==> src/rtl/core/arpc_pkg.sv <==
// shared types and constants for the arp cache and responder
`timescale 1ns / 1ps
package arpc_pkg;
  localparam int CACHE_ENTRIES = 16;
  localparam int IDX_W = $clog2(CACHE_ENTRIES);
  localparam int CNT_W = $clog2(CACHE_ENTRIES + 1);
  localparam logic [47:0] BCAST_MAC = 48'hFFFF_FFFF_FFFF;

  localparam logic [15:0] OP_REQUEST = 16'd1;
  localparam logic [15:0] OP_REPLY = 16'd2;

  typedef enum logic [2:0] {
    ACT_ABSORB  = 3'd0,
    ACT_DELIVER = 3'd1,
    ACT_REPLY   = 3'd2,
    ACT_REQUEST = 3'd3,
    ACT_FORWARD = 3'd4,
    ACT_DROP    = 3'd5
  } action_t;

  typedef enum logic [2:0] {
    CFG_OWN_IP   = 3'd0,
    CFG_OWN_MAC  = 3'd1,
    CFG_PIP_A    = 3'd2,
    CFG_PMAC_A   = 3'd3,
    CFG_PIP_B    = 3'd4,
    CFG_PMAC_B   = 3'd5,
    CFG_PROXY_EN = 3'd6
  } cfg_idx_t;

  typedef enum logic [2:0] {
    ST_IDLE,
    ST_READ,
    ST_CMP,
    ST_DECIDE,
    ST_OUT
  } state_t;

  // controller -> datapath
  typedef struct packed {
    logic load;     // capture input beat, clear walk index
    logic rd;       // issue memory read at walk index
    logic cmp;      // evaluate compare on read data
    logic step;     // advance walk index
    logic decide;   // perform final update and build result
    logic out_take; // result consumed
  } ctrl_t;

  // datapath -> controller
  typedef struct packed {
    logic walk_done; // index reached entry count or send skips lookup
    logic hit;       // compare found a matching entry
  } stat_t;
endpackage

==> src/rtl/core/arpc_ctrl.sv <==
// sequencing state machine for the cache walk
`timescale 1ns / 1ps
module arpc_ctrl (
  input  logic            clk,
  input  logic            rst_n,
  input  logic            in_valid,
  output logic            in_ready,
  output logic            out_valid,
  input  logic            out_ready,
  input  arpc_pkg::stat_t st,
  output arpc_pkg::ctrl_t ctl
);
  arpc_pkg::state_t state_r, state_nxt;

  always_ff @(posedge clk) begin
    if (!rst_n) begin
      state_r <= arpc_pkg::ST_IDLE;
    end else begin
      state_r <= state_nxt;
    end
  end

  always_comb begin
    state_nxt = state_r;
    ctl = '0;
    in_ready = 1'b0;
    out_valid = 1'b0;
    unique case (state_r)
      arpc_pkg::ST_IDLE: begin
        in_ready = 1'b1;
        if (in_valid) begin
          ctl.load = 1'b1;
          state_nxt = arpc_pkg::ST_READ;
        end
      end
      arpc_pkg::ST_READ: begin
        if (st.walk_done) begin
          state_nxt = arpc_pkg::ST_DECIDE;
        end else begin
          ctl.rd = 1'b1;
          state_nxt = arpc_pkg::ST_CMP;
        end
      end
      arpc_pkg::ST_CMP: begin
        ctl.cmp = 1'b1;
        if (st.hit) begin
          state_nxt = arpc_pkg::ST_DECIDE;
        end else begin
          ctl.step = 1'b1;
          state_nxt = arpc_pkg::ST_READ;
        end
      end
      arpc_pkg::ST_DECIDE: begin
        ctl.decide = 1'b1;
        state_nxt = arpc_pkg::ST_OUT;
      end
      arpc_pkg::ST_OUT: begin
        out_valid = 1'b1;
        if (out_ready) begin
          ctl.out_take = 1'b1;
          state_nxt = arpc_pkg::ST_IDLE;
        end
      end
      default: state_nxt = arpc_pkg::ST_IDLE;
    endcase
  end

  a_out_hold: assert property (@(posedge clk) disable iff (!rst_n)
    out_valid && !out_ready |=> out_valid)
    else $error("result dropped while stalled");
  a_no_accept_busy: assert property (@(posedge clk) disable iff (!rst_n)
    in_ready |-> !out_valid)
    else $error("input taken while a result waits");
  a_decide_then_out: assert property (@(posedge clk) disable iff (!rst_n)
    ctl.decide |=> out_valid)
    else $error("decision without result");
endmodule

==> src/rtl/core/arpc_dp.sv <==
// datapath: config registers, cache memory, walk compare and result build
`timescale 1ns / 1ps
module arpc_dp (
  input  logic            clk,
  input  logic            rst_n,
  input  logic            cfg_we,
  input  logic [2:0]      cfg_index,
  input  logic [47:0]     cfg_data,
  input  logic [177:0]    in_beat,
  output logic [263:0]    out_beat,
  input  arpc_pkg::ctrl_t ctl,
  output arpc_pkg::stat_t st
);
  localparam int IW = arpc_pkg::IDX_W;
  localparam int CW = arpc_pkg::CNT_W;

  logic [31:0] own_ip_r, pip_a_r, pip_b_r;
  logic [47:0] own_mac_r, pmac_a_r, pmac_b_r;
  logic [1:0]  pen_r;

  always_ff @(posedge clk) begin
    if (!rst_n) begin
      own_ip_r <= '0; own_mac_r <= '0; pip_a_r <= '0; pmac_a_r <= '0;
      pip_b_r <= '0; pmac_b_r <= '0; pen_r <= '0;
    end else if (cfg_we) begin
      unique case (cfg_index)
        arpc_pkg::CFG_OWN_IP:   own_ip_r <= cfg_data[31:0];
        arpc_pkg::CFG_OWN_MAC:  own_mac_r <= cfg_data;
        arpc_pkg::CFG_PIP_A:    pip_a_r <= cfg_data[31:0];
        arpc_pkg::CFG_PMAC_A:   pmac_a_r <= cfg_data;
        arpc_pkg::CFG_PIP_B:    pip_b_r <= cfg_data[31:0];
        arpc_pkg::CFG_PMAC_B:   pmac_b_r <= cfg_data;
        arpc_pkg::CFG_PROXY_EN: pen_r <= cfg_data[1:0];
        default: ;
      endcase
    end
  end

  // captured input beat
  logic        op_r, ipt_r;
  logic [15:0] opc_r;
  logic [31:0] sip_r, tip_r;
  logic [47:0] smac_r, hint_r;

  always_ff @(posedge clk) begin
    if (ctl.load) begin
      op_r <= in_beat[0];
      opc_r <= in_beat[16:1];
      sip_r <= in_beat[48:17];
      smac_r <= in_beat[96:49];
      tip_r <= in_beat[128:97];
      hint_r <= in_beat[176:129];
      ipt_r <= in_beat[177];
    end
  end

  // cache memory
  logic [31:0] mem_ip [arpc_pkg::CACHE_ENTRIES];
  logic [47:0] mem_mac [arpc_pkg::CACHE_ENTRIES];
  logic        mem_cpl [arpc_pkg::CACHE_ENTRIES];
  logic [31:0] rd_ip_r;
  logic [47:0] rd_mac_r;
  logic        rd_cpl_r;

  logic [CW-1:0] cnt_r, idx_r;
  logic          found_r, same_ip_r, hit_cpl_r;
  logic [47:0]   hit_mac_r;
  logic [IW-1:0] hit_idx_r;

  logic cmp_ip, cmp_mac, cmp_hit;
  assign cmp_ip = (rd_ip_r == (op_r ? tip_r : sip_r));
  assign cmp_mac = op_r && (rd_mac_r == hint_r);
  assign cmp_hit = cmp_ip || cmp_mac;
  assign st.hit = cmp_hit;
  // a send to own ip skips the lookup
  assign st.walk_done = (idx_r == cnt_r) || (op_r && tip_r == own_ip_r);

  // decision logic
  logic full;
  logic [47:0] cur_dst_r, cur_src_r, held_r;
  logic        wr_en;
  logic [IW-1:0] wr_idx;
  logic [31:0] wr_ip;
  logic [47:0] wr_mac;
  logic        wr_cpl;
  logic        append;
  logic        pa, pb, is_reply;
  logic [47:0] rep_mac;
  logic [31:0] rep_ip;
  logic        send_use;

  assign full = (cnt_r == CW'(arpc_pkg::CACHE_ENTRIES));
  assign pa = pen_r[0] && (pip_a_r == tip_r);
  assign pb = pen_r[1] && (pip_b_r == tip_r);
  assign is_reply = pa || pb || (tip_r == own_ip_r);
  assign rep_mac = pa ? pmac_a_r : (pb ? pmac_b_r : own_mac_r);
  assign rep_ip = pa ? pip_a_r : (pb ? pip_b_r : own_ip_r);
  assign send_use = found_r && hit_cpl_r;

  always_comb begin
    append = 1'b0;
    wr_en = 1'b0;
    wr_idx = hit_idx_r;
    wr_ip = sip_r;
    wr_mac = smac_r;
    wr_cpl = 1'b1;
    if (!op_r) begin
      if (found_r) begin
        wr_en = 1'b1;
      end else if (sip_r != own_ip_r && opc_r == arpc_pkg::OP_REQUEST) begin
        append = 1'b1;
      end
    end else if (!send_use && !same_ip_r) begin
      append = 1'b1;
      wr_ip = tip_r;
      wr_mac = '0;
      wr_cpl = 1'b0;
    end
    // new entries go right after the last appended one
    if (append && !full) begin
      wr_en = 1'b1;
      wr_idx = cnt_r[IW-1:0];
    end
  end

  logic [2:0]  o_act;
  logic [47:0] o_dst, o_src, o_smac, o_tmac;
  logic [1:0]  o_opc;
  logic [31:0] o_sip, o_tip;
  logic        o_full;
  logic [47:0] dst_nxt, held_nxt, src_nxt;

  always_comb begin
    dst_nxt = cur_dst_r;
    src_nxt = cur_src_r;
    held_nxt = held_r;
    o_act = arpc_pkg::ACT_DROP;
    o_opc = 2'd0;
    o_smac = '0; o_sip = '0; o_tmac = '0; o_tip = '0;
    o_full = append && full;
    if (!op_r) begin
      if (sip_r == own_ip_r) begin
        o_act = arpc_pkg::ACT_ABSORB;
      end else if (opc_r == arpc_pkg::OP_REPLY) begin
        o_act = arpc_pkg::ACT_DELIVER;
      end else if (is_reply) begin
        dst_nxt = smac_r;
        held_nxt = smac_r;
        src_nxt = rep_mac;
        o_act = arpc_pkg::ACT_REPLY;
        o_opc = 2'd2;
        o_smac = rep_mac; o_sip = rep_ip; o_tmac = smac_r; o_tip = sip_r;
      end
    end else begin
      if (send_use) begin
        dst_nxt = hit_mac_r;
        held_nxt = hit_mac_r;
      end else if (!same_ip_r) begin
        dst_nxt = arpc_pkg::BCAST_MAC;
        held_nxt = '0;
      end
      if (ipt_r) begin
        o_act = arpc_pkg::ACT_FORWARD;
      end else begin
        o_act = arpc_pkg::ACT_REQUEST;
        o_opc = 2'd1;
        o_smac = own_mac_r; o_sip = own_ip_r; o_tmac = held_nxt; o_tip = tip_r;
      end
    end
    o_dst = dst_nxt;
    o_src = src_nxt;
    if (!op_r && sip_r == own_ip_r) begin
      o_dst = '0; o_src = '0;
    end
  end

  always_ff @(posedge clk) begin
    if (ctl.rd) begin
      rd_ip_r <= mem_ip[idx_r[IW-1:0]];
      rd_mac_r <= mem_mac[idx_r[IW-1:0]];
      rd_cpl_r <= mem_cpl[idx_r[IW-1:0]];
    end
    if (wr_en && ctl.decide) begin
      mem_ip[wr_idx] <= wr_ip;
      mem_mac[wr_idx] <= wr_mac;
      mem_cpl[wr_idx] <= wr_cpl;
    end
  end

  always_ff @(posedge clk) begin
    if (ctl.cmp && cmp_hit) begin
      hit_idx_r <= idx_r[IW-1:0];
      hit_mac_r <= rd_mac_r;
      hit_cpl_r <= rd_cpl_r;
      same_ip_r <= cmp_ip;
    end else if (ctl.load) begin
      same_ip_r <= 1'b0;
    end
    if (ctl.decide) begin
      out_beat <= {2'd0, o_full, o_tip, o_tmac, o_sip, o_smac, o_opc,
                   o_src, o_dst, o_act};
    end
  end

  always_ff @(posedge clk) begin
    if (!rst_n) begin
      cnt_r <= '0; idx_r <= '0; found_r <= 1'b0;
      cur_dst_r <= '0; cur_src_r <= '0; held_r <= '0;
    end else begin
      if (ctl.load) begin
        idx_r <= '0;
        found_r <= 1'b0;
      end else if (ctl.step) begin
        idx_r <= idx_r + CW'(1);
      end
      if (ctl.cmp && cmp_hit) found_r <= 1'b1;
      if (ctl.decide) begin
        cur_dst_r <= dst_nxt;
        cur_src_r <= src_nxt;
        held_r <= held_nxt;
        if (append && !full) cnt_r <= cnt_r + CW'(1);
      end
    end
  end

  a_cnt_range: assert property (@(posedge clk) disable iff (!rst_n)
    cnt_r <= CW'(arpc_pkg::CACHE_ENTRIES))
    else $error("entry count overflow");
  a_idx_range: assert property (@(posedge clk) disable iff (!rst_n)
    ctl.rd |-> idx_r < cnt_r)
    else $error("read beyond written entries");
  a_cnt_step: assert property (@(posedge clk) disable iff (!rst_n)
    !ctl.decide |=> cnt_r == $past(cnt_r))
    else $error("count changed outside decision");
endmodule

==> src/rtl/core/arp_cache_and_responder.sv <==
// top level of the arp cache and responder
//
// one input beat is either a received arp packet or a send request; each
// beat yields exactly one result beat. in_tvalid/in_tready take an item,
// out_tvalid/out_tready deliver its result. configuration is written on
// cfg_we/cfg_index/cfg_data while the block is idle; the user must keep
// to that, the block itself does not enforce it.
// an item walks the cache one entry at a time (memory read, then
// compare), stopping at the first match.
// one item is in work at a time; a new beat is taken after the result is
// taken. while out_tready is low the result holds and no input is taken.
// reset empties the cache (entry count zero), clears the configuration
// and the current addresses; no clearing pass is needed.
`timescale 1ns / 1ps
module arp_cache_and_responder (
  input  logic         clk,
  input  logic         rst_n,
  input  logic         cfg_we,
  input  logic [2:0]   cfg_index,
  input  logic [47:0]  cfg_data,
  input  logic         in_tvalid,
  output logic         in_tready,
  // operation, arp_opcode, sender_ip, sender_mac, target_ip,
  // target_mac_hint, is_ip_traffic, zero pad
  input  logic [183:0] in_tdata,
  output logic         out_tvalid,
  input  logic         out_tready,
  // action, eth_dst_mac, eth_src_mac, out_opcode, out_sender_mac,
  // out_sender_ip, out_target_mac, out_target_ip, cache_full, zero pad
  output logic [263:0] out_tdata
);
  arpc_pkg::ctrl_t ctl;
  arpc_pkg::stat_t st;
  logic [263:0] beat;

  arpc_ctrl u_ctrl (
    .clk(clk), .rst_n(rst_n),
    .in_valid(in_tvalid), .in_ready(in_tready),
    .out_valid(out_tvalid), .out_ready(out_tready),
    .st(st), .ctl(ctl)
  );

  arpc_dp u_dp (
    .clk(clk), .rst_n(rst_n),
    .cfg_we(cfg_we), .cfg_index(cfg_index), .cfg_data(cfg_data),
    .in_beat(in_tdata[177:0]), .out_beat(beat),
    .ctl(ctl), .st(st)
  );

  assign out_tdata = beat;
endmodule

==> config.mk <==
export PLATFORM = sky130hd
export DESIGN_NAME = arp_cache_and_responder
export DESIGN_NICKNAME = d
export VERILOG_FILES = /design/src/rtl/core/arpc_pkg.sv /design/src/rtl/core/arpc_ctrl.sv /design/src/rtl/core/arpc_dp.sv /design/src/rtl/core/arp_cache_and_responder.sv
export SDC_FILE = /design/constraint.sdc
export NUM_CORES = 2
export LEC_CHECK = 0
export BUFFER_PORTS_ARGS = -buffer_cell sky130_fd_sc_hd__buf_2
export CAP_MARGIN = 20
export CORE_ASPECT_RATIO = 0.75
export CORE_MARGIN = 5
export CORE_UTILIZATION = 60
export CTS_CLUSTER_SIZE = 14
export DETAILED_ROUTE_END_ITERATION = 16
export GPL_ROUTABILITY_DRIVEN = 0
export PLACE_DENSITY_LB_ADDON = 0.12
export SKIP_CTS_REPAIR_TIMING = 1
export SLEW_MARGIN = 10
export SYNTH_ARGS = -nofsm -noshare
export SYNTH_HDL_FRONTEND = slang
export SYNTH_SLANG_ARGS = --single-unit
==> constraint.sdc <==
create_clock -name clk -period 13 [get_ports clk]
set_clock_uncertainty 0.2 [all_clocks]
set_input_delay 0.65 -clock clk [delete_from_list [all_inputs] [get_ports clk]]
set_output_delay 0.65 -clock clk [all_outputs]
set_load 0.005 [all_outputs]
; ---- Word-level counts from Yosys, hierarchy flattened
; Memories as Yosys holds them, arrays and structs flattened. A register that Yosys moved wholly into a read port is not among the register bits.
; Index checks and enable logic that the tools add are counted.
[op_classes]
n_addsub = 2
n_eq_ne = 25
n_mux = 84
n_bitwise = 1
n_reduce_logical = 35
[op_table]
columns = cell, count
row1 = 48-bit two-way mux, 30
row2 = 32-bit two-way mux, 15
row3 = 32-bit equality test, 5
row4 = 48-bit equality test, 1
row5 = 32-bit inequality test, 1
row6 = 1-bit two-way mux, 24
row7 = 3-bit two-way mux, 7
row8 = 2-bit AND reduction, 9
row9 = "16-bit by 1-bit equality test with 1-bit output, second input constant", 1
row10 = "16-bit by 2-bit equality test with 1-bit output, second input constant", 1
row11 = 3-bit one-hot mux with 5 select lines, 1
row12 = "3-bit by 2-bit equality test with 1-bit output, second input constant", 4
row13 = "3-bit equality test, second input constant", 4
row14 = 1-bit logical AND, 12
row15 = 2-bit two-way mux, 6
row16 = "5-bit by 1-bit adder with 5-bit output, second input constant", 2
row17 = "3-bit by 1-bit equality test with 1-bit output, second input constant", 2
row18 = 3-bit zero test, 2
row19 = 5-bit equality test, 1
row20 = "5-bit equality test, second input constant", 1
row21 = 1-bit zero test, 4
row22 = 1-bit logical OR, 4
row23 = 4-bit two-way mux, 1
row24 = "2-bit by 1-bit inequality test with 1-bit output, second input constant", 2
row25 = 5 further kinds, 7
[totals]
regBits = 894
ram_bits = 1296
inputBits = 240
output_inout_bits = 266
wordCells = 177
mem_count = 3
[mem_list]
columns = name, depth, word_bits, read_ports, rd_clocked_by_memory_dff, wr, line
row1 = u_dp.mem_mac, 16, 48, 1, 1, 1, arpc_dp.sv:59  ; logic [47:0] mem_mac [arpc_pkg::CACHE_ENTRIES];
row2 = u_dp.mem_ip, 16, 32, 1, 1, 1, arpc_dp.sv:58  ; logic [31:0] mem_ip [arpc_pkg::CACHE_ENTRIES];
row3 = u_dp.mem_cpl, 16, 1, 1, 1, 1, arpc_dp.sv:60  ; logic mem_cpl [arpc_pkg::CACHE_ENTRIES];

; ---- Depth between registers and ports, before layout
[logic_depth]
word_depth = 10
depth_mapped = 12
mapped_depth_nobuf = 8

; ---- Cells and area by module
; From an unflattened synthesis, not the netlist that was laid out.
[hier_totals]
cells_unflattened = 5527
hier_area_um2 = 89448.3
[modules_own_cells]
columns = mod, n_inst, cells_per_inst, area_per_inst_um2, seq_area_each_um2
row1 = arpc_dp, 1, 5505, 89245.6, 64131.5
row2 = arpc_ctrl, 1, 22, 202.7, 60.1

; ---- Least setup slack after synthesis
; No wires, ideal clock.
[synth_timing]
kind = reg2reg
startpoint = register u_ctrl.state_r[0]
endpoint = register u_dp.held_r[40]
setup_ns = 0.097
t_arrival_ns = 9.190
t_required_ns = 12.703
slack_ns = 3.513
path_stages_with_launch = 8
n_path_buf = 3
period_less_slack_ns = 9.487
cell_sequence = dfxtp_1 > clkbuf_1 > nand3b_1 > inv_1 > clkbuf_1 > clkbuf_1 > o211ai_1 > a21oi_1
[synth_between]
elab_chain_len = 3
[synth_rtl]
columns = item, line
row1 = start: declaration, arpc_ctrl.sv:13  ; arpc_pkg::state_t state_r, state_nxt;
row2 = start signal: assignment, arpc_ctrl.sv:17  ; state_r <= arpc_pkg::ST_IDLE;
row3 = start signal: assignment, arpc_ctrl.sv:19  ; state_r <= state_nxt;
row4 = 3-bit by 2-bit equality test with 1-bit output, arpc_ctrl.sv:28  ; unique case (state_r)
row5 = 1-bit two-way mux, arpc_ctrl.sv:28
row6 = 4-bit AND reduction (no line), --
row7 = end signal: assignment, arpc_dp.sv:220  ; held_r <= held_nxt;
row8 = end: declaration, arpc_dp.sv:80  ; logic [47:0] cur_dst_r, cur_src_r, held_r;
; No other way between the ends.
; A chain may end at the register's enable or synchronous reset.

; ---- Final worst setup path
[layout_timing]
startpoint = register u_dp.own_ip_r[3]
endpoint = memory u_dp.mem_ip[8][24], enable pin
[layout_between]
elab_chain_len = 10
elab_cells_between_ends = 11
classes_between = 1 x eq/ne / 7 x mux / 3 x reduce/logical
[layout_rtl]
columns = item, line
row1 = start: declaration, arpc_dp.sv:17  ; logic [31:0] own_ip_r, pip_a_r, pip_b_r;
row2 = start signal: assignment, arpc_dp.sv:27  ; arpc_pkg::CFG_OWN_IP: own_ip_r <= cfg_data[31:0];
row3 = 32-bit inequality test (*), arpc_dp.sv:110  ; end else if (sip_r != own_ip_r && opc_r == arpc_pkg::OP_REQUEST) begin
row4 = 1-bit logical AND (*), arpc_dp.sv:110
row5 = 1-bit two-way mux (*), arpc_dp.sv:110
row6 = 1-bit two-way mux (*), arpc_dp.sv:108  ; if (found_r) begin
row7 = 1-bit two-way mux (*), arpc_dp.sv:107  ; if (!op_r) begin
row8 = 1-bit logical AND (*), arpc_dp.sv:120  ; if (append && !full) begin
row9 = 1-bit two-way mux, arpc_dp.sv:120
row10 = 1-bit logical AND, arpc_dp.sv:183  ; if (wr_en && ctl.decide) begin
row11 = 1-bit two-way mux, arpc_dp.sv:183
row12 = 1-bit two-way mux (not written as such), arpc_dp.sv:184  ; mem_ip[wr_idx] <= wr_ip;
row13 = end: declaration, arpc_dp.sv:58
; Mark *: on every way between the ends. The rest lies on a longest branch, timed or not.

==> flow_summary.json <==
{
  "numPortBuffers": 497,
  "avgSynthCellArea_um2": 15.7,
  "cts_max_level": 4,
  "endpoint_kind": "flop",
  "initial_core_util_pct": 60.2,
  "cts_tree": "yes",
  "rrSetupSlack_ns": 7.34,
  "finalNetCount": 6611,
  "synth-edff-count": 1871,
  "outcome": "completed",
  "largest_registers": "u_dp.mem_mac: 768 flops, u_dp.mem_ip: 512 flops, u_dp.out_beat: 262 flops",
  "ys.flop_type": "edfxtp_1",
  "synth_cells": 5743,
  "cts_root_buf": "clkbuf_16",
  "grt_max_degree": 158,
  "post-place-ws_ns": 7.40,
  "period_needed_ns": 5.66,
  "slew_headroom_pct": 20.7,
  "dr.pass1.iters": 7,
  "place.detailed.hpwl_um": 149000,
  "pwr-share-comb_pct": 6.4,
  "synth-seq-area-share_pct": 71.3,
  "syn_area_um2": 90000,
  "wl_per_cell_um": 29.7,
  "ir_drop_mv": 0.145,
  "seqPwrFrac_pct": 55.0,
  "dieArea_um2": 158000,
  "ios": 506,
  "timing.rr.end": "u_dp.mem_ip[8][24]$_DFFE_PP_",
  "fp.dieW_um": 457,
  "fmax_mhz": 177,
  "hold_viol": 0,
  "antenna_found_initial": 32,
  "cts.clk_slew.worst_paths_ns": 0.06,
  "worstSetupStartpointType": "flop",
  "grt_pass1_wl_um": 357000,
  "power_switching_mw": 3.39,
  "clk_latency_ns": 0.84,
  "hold_depth": 3,
  "yosysTopAreaCell": "edfxtp_1",
  "synth.distinct_cells": 67,
  "min_period_over_period_pct": 43.6,
  "finalWirelength_um": 254000,
  "cp_data_arrival_time_ns": 5.90,
  "power_density_nw_per_um2": 145,
  "power_switching_share_pct": 22.6,
  "fin_ws_ns": 7.34,
  "drc": 0,
  "setup_violations": 0,
  "required_ns": 13.24,
  "vias": 55730,
  "ant_nets": 0,
  "worst_pin_slew_ns": 1.19,
  "leakage_nw": 34.6,
  "ys_async_sr_fraction_pct": 0,
  "cts.path.max_buffers": 3,
  "crit_type": "reg2reg",
  "whs_ns": 0.0451,
  "yosys_warnings": 0,
  "fin_setup_tns_ns": 0,
  "first_iter_violations": 8307,
  "grt_overflow_total": 0,
  "internal_power_mw": 11.6,
  "r2r_start": "u_dp.own_ip_r[3]$_SDFFE_PN0P_",
  "largest_reg_flops": 768,
  "r2r_cells": 10,
  "synth_top_area_share_pct": 62.4,
  "drv_slew": 0,
  "rsz0062_at_grt": "no",
  "ys_top_cells_by_area": "edfxtp_1 (62%), mux4_2 (10%), dfxtp_1 (8.9%)",
  "avgViaCountPerCell": 6.52,
  "clkSinkCount": 2271,
  "synth_seq_cells": 2271,
  "die_h_um": 345,
  "critPathMaxFanout": 49,
  "syn2layout_area_growth_pct": 14.6,
  "gr-usage-all-layers_pct": 30.8,
  "cts_buffers": 206,
  "regMostFlops": "u_dp.mem_mac",
  "power_frac_clock_pct": 38.6,
  "drive_gt1_share_pct": 21.0,
  "min_to": "u_dp.pmac_b_r[1]$_SDFFE_PN0P_",
  "hold_start": "cfg_data[1]",
  "row_count": 123,
  "hp-class": "in2reg",
  "grt_pass1_vias": 51205,
  "fin_total_pwr_mw": 15.0,
  "coreArea_um2": 150000,
  "max_cap_violations": 0
}
==> cell type report <==
class	count	area [um^2]
inverters	45	200
fillers	9829	46400
clock buffers	272	5620
flip-flops and latches	2271	64200
repair buffers	831	5630
well taps	2000	2500
multi-input cells	3013	24300
diodes	20	50.0
clock inverters	102	686
==> synthesized netlist by cell type (26+ instances only) <==
cell      instances
a32oi_1          26
dfxtp_1         400
and2_1           28
a211o_1          96
o21ai_0         129
edfxtp_1       1871
xor2_1           79
a21o_1           47
and3_1           28
inv_1            42
o22ai_1          28
a22o_1          134
buf_1            50
clkbuf_1        318
mux2i_1         120
o211ai_1         48
buf_2            37
nor2_1          183
nand4_1          31
a21oi_1         503
nor4_1           40
xnor2_1         123
mux4_2          405
nand2_1         815
==> layout by cell type (no fill, tap or decap), types with 48 or more instances in the layout <==
cell type and instances:
a211o_1 96, a21oi_1 502, a22o_1 134, buf_2 497, buf_4 99, clkbuf_1 50
clkbuf_16 212, dfxtp_1 395, dlygate4sd3_1 228, edfxtp_1 1871, mux2i_1 120, mux4_2 405
nand2_1 815, nor2_1 171, o211ai_1 48, o21ai_0 128, xnor2_1 123, xor2_1 79
==> metrics by stage <==
stage	cell area [um^2]	util [%]	std cells
floorplan	90000	-	5744
global placement	94500	63.1	7926
detailed placement	94500	63.2	7928
CTS	101000	67.4	8302
global route	103000	69.0	8547
finish	103000	69.0	8554
==> kinds of logic (layout without fill, tap and decap cells) <==
| family | count (synthesis) | in the layout | share of synthesized area, % |
|---|---|---|---|
| multiplexers | 525 | 525 | 11.5 |
| XOR/XNOR | 202 | 202 | 1.96 |
| AO/OA/AOI/OAI | 1062 | 1062 | 7.49 |
| buffers and inverters | 460 | 1250 | 2.02 |
| AND/OR/NAND/NOR | 1219 | 1219 | 5.72 |
| adder cells (fa/ha/maj) | 3 | 3 | 0.0417 |
| flip-flops | 2271 | 2271 | 71.3 |
| other | 1 | 22 | 0.00416 |
==> power groups by stage <==
stage | Clock [mW] | Sequential (mW) | Combinational, mW
2_1_floorplan | 0 | 8.33 | 0.571
3_3_place_gp | 0 | 8.39 | 0.861
3_5_place_dp | 0 | 8.39 | 0.884
4_1_cts | 5.84 | 8.24 | 0.888
5_1_grt | 6.17 | 8.25 | 1.02
6_report | 5.79 | 8.25 | 0.965
==> worst max path at each step <==
stage	cells past startpoint	end	from	slack, ns
4_1_cts	10	u_dp.mem_ip[8][24]$_DFFE_PP_	u_dp.sip_r[14]$_DFFE_PP_	7.36
2_1_floorplan	7	u_dp.held_r[40]$_SDFFE_PN0P_	u_ctrl.state_r[0]$_SDFFE_PN0P_	3.51
5_1_grt	10	u_dp.mem_ip[8][24]$_DFFE_PP_	u_dp.own_ip_r[3]$_SDFFE_PN0P_	7.26
3_3_place_gp	10	u_dp.mem_mac[8][31]$_DFFE_PP_	u_dp.sip_r[14]$_DFFE_PP_	7.43
6_report	10	u_dp.mem_ip[8][24]$_DFFE_PP_	u_dp.own_ip_r[3]$_SDFFE_PN0P_	7.34
3_5_place_dp	10	u_dp.mem_mac[8][31]$_DFFE_PP_	u_dp.sip_r[14]$_DFFE_PP_	7.40
==> critical path: stages, from the launching register on <==
cell and delay, ns:
dfxtp_1 0.56, xnor2_1 0.22, nand4_1 0.25, nor4_2 0.73, a2111oi_0 0.24, buf_4 0.21, or2_2 0.33, a221o_1 0.55
nor2_4 0.58, buf_4 0.48, buf_4 0.83
==> layer usage <==
layer,share of wire [%],vias to the layer above,track usage (%)
met2,45,3749,45.1
met4,3.5,2,9.01
met5,0.0075,-,0
met1,39,28162,47.1
li1,-,23324,-
met3,13,493,6.85
No activity file was read; power rests on OpenSTA's default activity.
